<file path="src/mpa_pkg.sv">
`default_nettype none

package mpa_pkg;

	// Default sizing of the block.
	localparam int DEF_MAX_WIDTH   = 256;
	localparam int DEF_MAX_POOL    = 8;
	localparam int DEF_SAMPLE_BITS = 16;

	// Register field widths and reset values.
	localparam int IMAGE_WIDTH_BITS = 9;
	localparam int POOL_SIZE_BITS   = 4;
	localparam logic [IMAGE_WIDTH_BITS-1:0] IMAGE_WIDTH_RESET = 9'd256;
	localparam logic [POOL_SIZE_BITS-1:0]   POOL_SIZE_RESET   = 4'd2;

	// Configuration port.
	localparam int ADDR_BITS = 3;
	localparam int DATA_BITS = 32;
	localparam logic REG_IMAGE_WIDTH = 1'b0;
	localparam logic REG_POOL_SIZE   = 1'b1;

	// Output field widths.
	localparam int OFFSET_OUT_BITS = 3;
	localparam int INDEX_OUT_BITS  = 8;

	// Where the current sample lies relative to its pooling window.
	typedef struct packed {
		logic active;     // window lies wholly inside the map
		logic first;      // top-left sample of the window
		logic last_win;   // bottom-right sample of the window
		logic last_map;   // window is the final one of the map
	} pos_flags_t;

endpackage

`default_nettype wire

</file>
<file path="src/mpa_position.sv">
`default_nettype none

module mpa_position import mpa_pkg::*; #(
	parameter int MAX_WIDTH = DEF_MAX_WIDTH,
	parameter int MAX_POOL  = DEF_MAX_POOL
) (
	input  wire logic                                  clk,
	input  wire logic                                  arst_n,
	input  wire logic                                  advance,
	input  wire logic                                  restart,
	input  wire logic [$clog2(MAX_WIDTH+1)-1:0]        width_eff,
	input  wire logic [$clog2(MAX_POOL+1)-1:0]         pool_eff,
	output logic [$clog2(MAX_WIDTH)-1:0]               win_col,
	output logic [$clog2(MAX_WIDTH)-1:0]               win_row,
	output logic [(MAX_POOL > 1 ? $clog2(MAX_POOL) : 1)-1:0] off_col,
	output logic [(MAX_POOL > 1 ? $clog2(MAX_POOL) : 1)-1:0] off_row,
	output pos_flags_t                                 flags
);

	localparam int CW  = $clog2(MAX_WIDTH);
	localparam int OW  = MAX_POOL > 1 ? $clog2(MAX_POOL) : 1;
	localparam int WEW = $clog2(MAX_WIDTH + 1);
	localparam int PEW = $clog2(MAX_POOL + 1);
	localparam int XW  = $clog2(MAX_WIDTH + 2 * MAX_POOL + 1);

	logic [CW-1:0] in_col_q, in_row_q;
	logic [CW-1:0] win_col_q, win_row_q;
	logic [OW-1:0] off_col_q, off_row_q;

	logic [WEW-1:0] width_m1;
	logic [PEW-1:0] pool_m1;
	logic [XW-1:0]  width_x, pool_x;
	logic [XW-1:0]  base_col, base_row;
	logic           col_end, row_end, wcol_end, wrow_end;

	assign width_m1 = width_eff - WEW'(1);
	assign pool_m1  = pool_eff - PEW'(1);
	assign width_x  = XW'(width_eff);
	assign pool_x   = XW'(pool_eff);

	// First sample column and row of the current window.
	assign base_col = XW'(in_col_q) - XW'(off_col_q);
	assign base_row = XW'(in_row_q) - XW'(off_row_q);

	assign col_end  = in_col_q >= CW'(width_m1);
	assign row_end  = in_row_q >= CW'(width_m1);
	assign wcol_end = off_col_q >= OW'(pool_m1);
	assign wrow_end = off_row_q >= OW'(pool_m1);

	// A window counts only when it fits in the map; it is the last one when
	// a further window along that axis would not fit.
	always_comb begin
		flags.active   = (base_col + pool_x <= width_x) && (base_row + pool_x <= width_x);
		flags.first    = (off_col_q == '0) && (off_row_q == '0);
		flags.last_win = (off_col_q == OW'(pool_m1)) && (off_row_q == OW'(pool_m1));
		flags.last_map = (base_col + (pool_x << 1) > width_x)
			&& (base_row + (pool_x << 1) > width_x);
	end

	assign win_col = win_col_q;
	assign win_row = win_row_q;
	assign off_col = off_col_q;
	assign off_row = off_row_q;

	// Raster position counters, advanced once per accepted sample.
	always_ff @(posedge clk or negedge arst_n) begin
		if (!arst_n) begin
			in_col_q  <= '0;
			in_row_q  <= '0;
			win_col_q <= '0;
			win_row_q <= '0;
			off_col_q <= '0;
			off_row_q <= '0;
		end else if (restart) begin
			in_col_q  <= '0;
			in_row_q  <= '0;
			win_col_q <= '0;
			win_row_q <= '0;
			off_col_q <= '0;
			off_row_q <= '0;
		end else if (advance) begin
			if (col_end) begin
				in_col_q  <= '0;
				off_col_q <= '0;
				win_col_q <= '0;
				if (row_end) begin
					in_row_q  <= '0;
					off_row_q <= '0;
					win_row_q <= '0;
				end else begin
					in_row_q <= in_row_q + CW'(1);
					if (wrow_end) begin
						off_row_q <= '0;
						win_row_q <= win_row_q + CW'(1);
					end else begin
						off_row_q <= off_row_q + OW'(1);
					end
				end
			end else begin
				in_col_q <= in_col_q + CW'(1);
				if (wcol_end) begin
					off_col_q <= '0;
					win_col_q <= win_col_q + CW'(1);
				end else begin
					off_col_q <= off_col_q + OW'(1);
				end
			end
		end
	end

endmodule

`default_nettype wire

</file>
<file path="config.mk">
export PLATFORM = sky130hd
export DESIGN_NAME = mpa_position
export DESIGN_NICKNAME = d
export VERILOG_FILES = /design/src/mpa_pkg.sv /design/src/mpa_position.sv
export SDC_FILE = /design/constraint.sdc
export NUM_CORES = 1
export LEC_CHECK = 0
export BUFFER_PORTS_ARGS = -buffer_cell sky130_fd_sc_hd__buf_2
export CORE_UTILIZATION = 30
export CTS_CLUSTER_DIAMETER = 30
export CTS_CLUSTER_SIZE = 28
export DETAILED_ROUTE_END_ITERATION = 16
export MAX_ROUTING_LAYER = met4
export PLACE_DENSITY_LB_ADDON = 0.05
export REMOVE_ABC_BUFFERS = 1
export SKIP_CTS_REPAIR_TIMING = 1
export SYNTH_ARGS = -nofsm -noshare
export SYNTH_HDL_FRONTEND = slang
export SYNTH_SLANG_ARGS = --single-unit
</file>
<file path="constraint.sdc">
create_clock -name clk -period 5 [get_ports clk]
set_input_delay 1 -clock clk [delete_from_list [all_inputs] [get_ports clk]]
set_output_delay 1 -clock clk [all_outputs]
set_load 0.005 [all_outputs]
</file>
==> metrics <==
share of the synthesized area in the top cell type 0.250; number of clock sinks 38; CTS clock-pin slew for the worst setup and hold paths 60 ps; cells taking the most area after synthesis ha_1, dfrtp_1, xnor2_1, xor2_1, inv_1; slew of the pin with the lowest slew margin 978 ps; number of antenna diodes 0; minimum period implied by the final worst setup slack 4860 ps; number of standard-cell rows in the floorplan 45; final routed wire length divided by cell count 16.9 um; proportion of synthesized chip area in sequential cells 0.202; FMAX 206 MHz; total I/O pin count 43; CP Launch Type register; non-filler cells, final 818; total power per unit cell area 587 mW/mm2; most frequent cells in the layout ha_1, buf_2, inv_1, dfrtp_1, buf_4; sum of buffers and inverters on the critical path 3; DIE WIDTH 127 um; clock insertion delay at the later pin of the skew report 290 ps; largest stage delay on the critical path 400 ps; most used cell, CP ha_1; vias 4233; post-DP HPWL 10700 um; Final Net Count 723; number of synthesized register bits 38; maximum number of pins on one net before global-route repair 39; antenna violations before repair 0; Max Cap Violations 0; final setup slack of the worst path 136 ps; endpoint type of the worst setup path output pin; area inside the core boundary 0.0153 mm2; clock buffers created by TritonCTS 5; netlist area before placement 0.00470 mm2; total of fill cells in the finished design 1555; period utilisation layout 0.973; count of flip-flops with a built-in enable after synthesis 0; layout cell share with drive strength beyond 1 0.227; post-route cell area 0.00578 mm2; pre-CTS setup slack 30.5 ps; worst hold slack 532 ps; standby leakage power 2.75 nW; required time of the worst setup path 4000 ps; dominant register cell in the synthesized netlist dfrtp_1; worst path cell trace inv_2 -> ha_1 -> nor2b_4 -> o21ai_2 -> nand2b_1 -> xnor2_2 -> buf_4 -> ha_4 -> nand3_4 -> a2111oi_4 -> xnor2_1 -> ha_1 -> nand2_2 -> a211oi_2 -> a2111oi_2 -> o32a_1 -> buf_2; Yosys warning total 0; total number of H-tree levels 2; share of synthesized registers carrying an async set or reset 1.00; DRC violations left 0; all-layer global routing usage 0.181; worst clock skew on the final layout 6.72 ps; Initial Util 0.308; maximum resistive drop on vdd 0.263 mV; TritonCTS clock tree yes; number of pins with negative max-slew slack in the final report 0; total congestion overflow 0; placed instance area 0.00526 mm2; worst min-delay path class register to register; y dimension of the die 127 um; outcome finished, final reports clean; Layout area overhead 23.1%; Pwr Total 3.40 mW; Final Hold Viols 0; Via density 5.17; number of library cell types mapped by synthesis 57; worst-case register-to-register setup slack 2330 ps; DRT antenna net count 0; via count of the first global-routing pass 4191; DR pass1 iterations 4; first-pass GRT wire length 22100 um; die area 0.0162 mm2; Initial DRC Count 156; library cell used as clock root buffer clkbuf_16; total setup violations reported at the end of the flow 0; final wirelength 13800 um; synthesized netlist cell count 541; dominant cell type by area after synthesis ha_1; data arrival time of the critical path 3860 ps; instance count after placement with tap cells included 801; worst relative slew slack 0.345; Avg Inst Size Synth 8.69 um2; final RePlAce weighted congestion 0.807; most frequent standard cell in the layout excluding fill and tap cells ha_1; Top Family by Delay on Critical Path compound AO/OA/AOI/OAI gates; CP max-delay cell a2111oi_2; buffers from clock root to sink, at most 2; critical path peak fanout 4; port bufs 42; class of the most critical setup path register to output pin
## logic make-up after synthesis
kind of cell    Yosys count  synth area share
simple gates            170             0.190
flops                    38             0.202
fa+ha+maj               100             0.276
buf+inv                  52            0.0431
mux                       6            0.0130
compound gates          134             0.199
xor+xnor                 41            0.0764
## area by class of cell
type | instances | area, um2 | share of cell area
multi-input cells | 451 | 3850 | 0.665
flip-flops and latches | 38 | 953 | 0.165
repair buffers | 70 | 420 | 0.0727
well taps | 211 | 264 | 0.0456
inverters | 40 | 153 | 0.0264
clock buffers | 7 | 143 | 0.0247
clock inverters | 1 | 5.00 | 0.000865
## synth_stat cells, drive strengths merged, types with 7 or more instances
cell type	number
a211oi	7
a21o	12
a21oi	25
a22o	15
dfrtp	38
ha	94
inv	40
nand2	28
nand2b	10
nand3	27
nand4	20
nor2	30
nor2b	8
nor3	18
o21ai	25
o22ai	8
or3	8
xnor2	22
xor2	19
## metrics by stage
stage | utilization | TNS (ps)
2_1_floorplan | - | 0
3_3_place_gp | 0.345 | 0
3_5_place_dp | 0.345 | 0
4_1_cts | 0.355 | -523
5_1_grt | 0.379 | -80.8
6_report | 0.379 | 0
## power by group
group          switching, mW  total (mW)  internal (mW)
Combinational           1.43        2.70           1.27
Clock                  0.126       0.324          0.198
Sequential            0.0334       0.373          0.339
## routing by layer
| metal | wire length, um | up-vias | GRT usage |
|---|---|---|---|
| li1 | - | 2157 | - |
| met1 | 7050 | 1998 | 0.245 |
| met2 | 6350 | 65 | 0.295 |
| met3 | 246 | 13 | 0.0130 |
| met4 | 201 | 0 | 0.0378 |
| met5 | 0 | - | - |
## registers in the layout, summed over array words and instances, names as in the netlist
register  cells
off_row       3
win_col       8
in_row_q      8
off_col       3
win_row       8
in_col_q      8
## path summary, 6_finish.rpt
check | startpoint | end | cells past startpoint
max in group asynchronous | arst_n | off_row[0]$_DFFE_PN0P_ | 1
worst min-delay path | win_col[7]$_DFFE_PN0P_ | win_col[7]$_DFFE_PN0P_ | 1
min in group asynchronous | arst_n | win_row[5]$_DFFE_PN0P_ | 1
worst max register to register | in_col_q[0]$_DFFE_PN0P_ | win_col[0]$_DFFE_PN0P_ | 7
worst min register to register | win_col[7]$_DFFE_PN0P_ | win_col[7]$_DFFE_PN0P_ | 1
worst max-delay path | off_row[1]$_DFFE_PN0P_ | flags[3] | 17
Note: power is estimated with default switching activity, not from simulation.
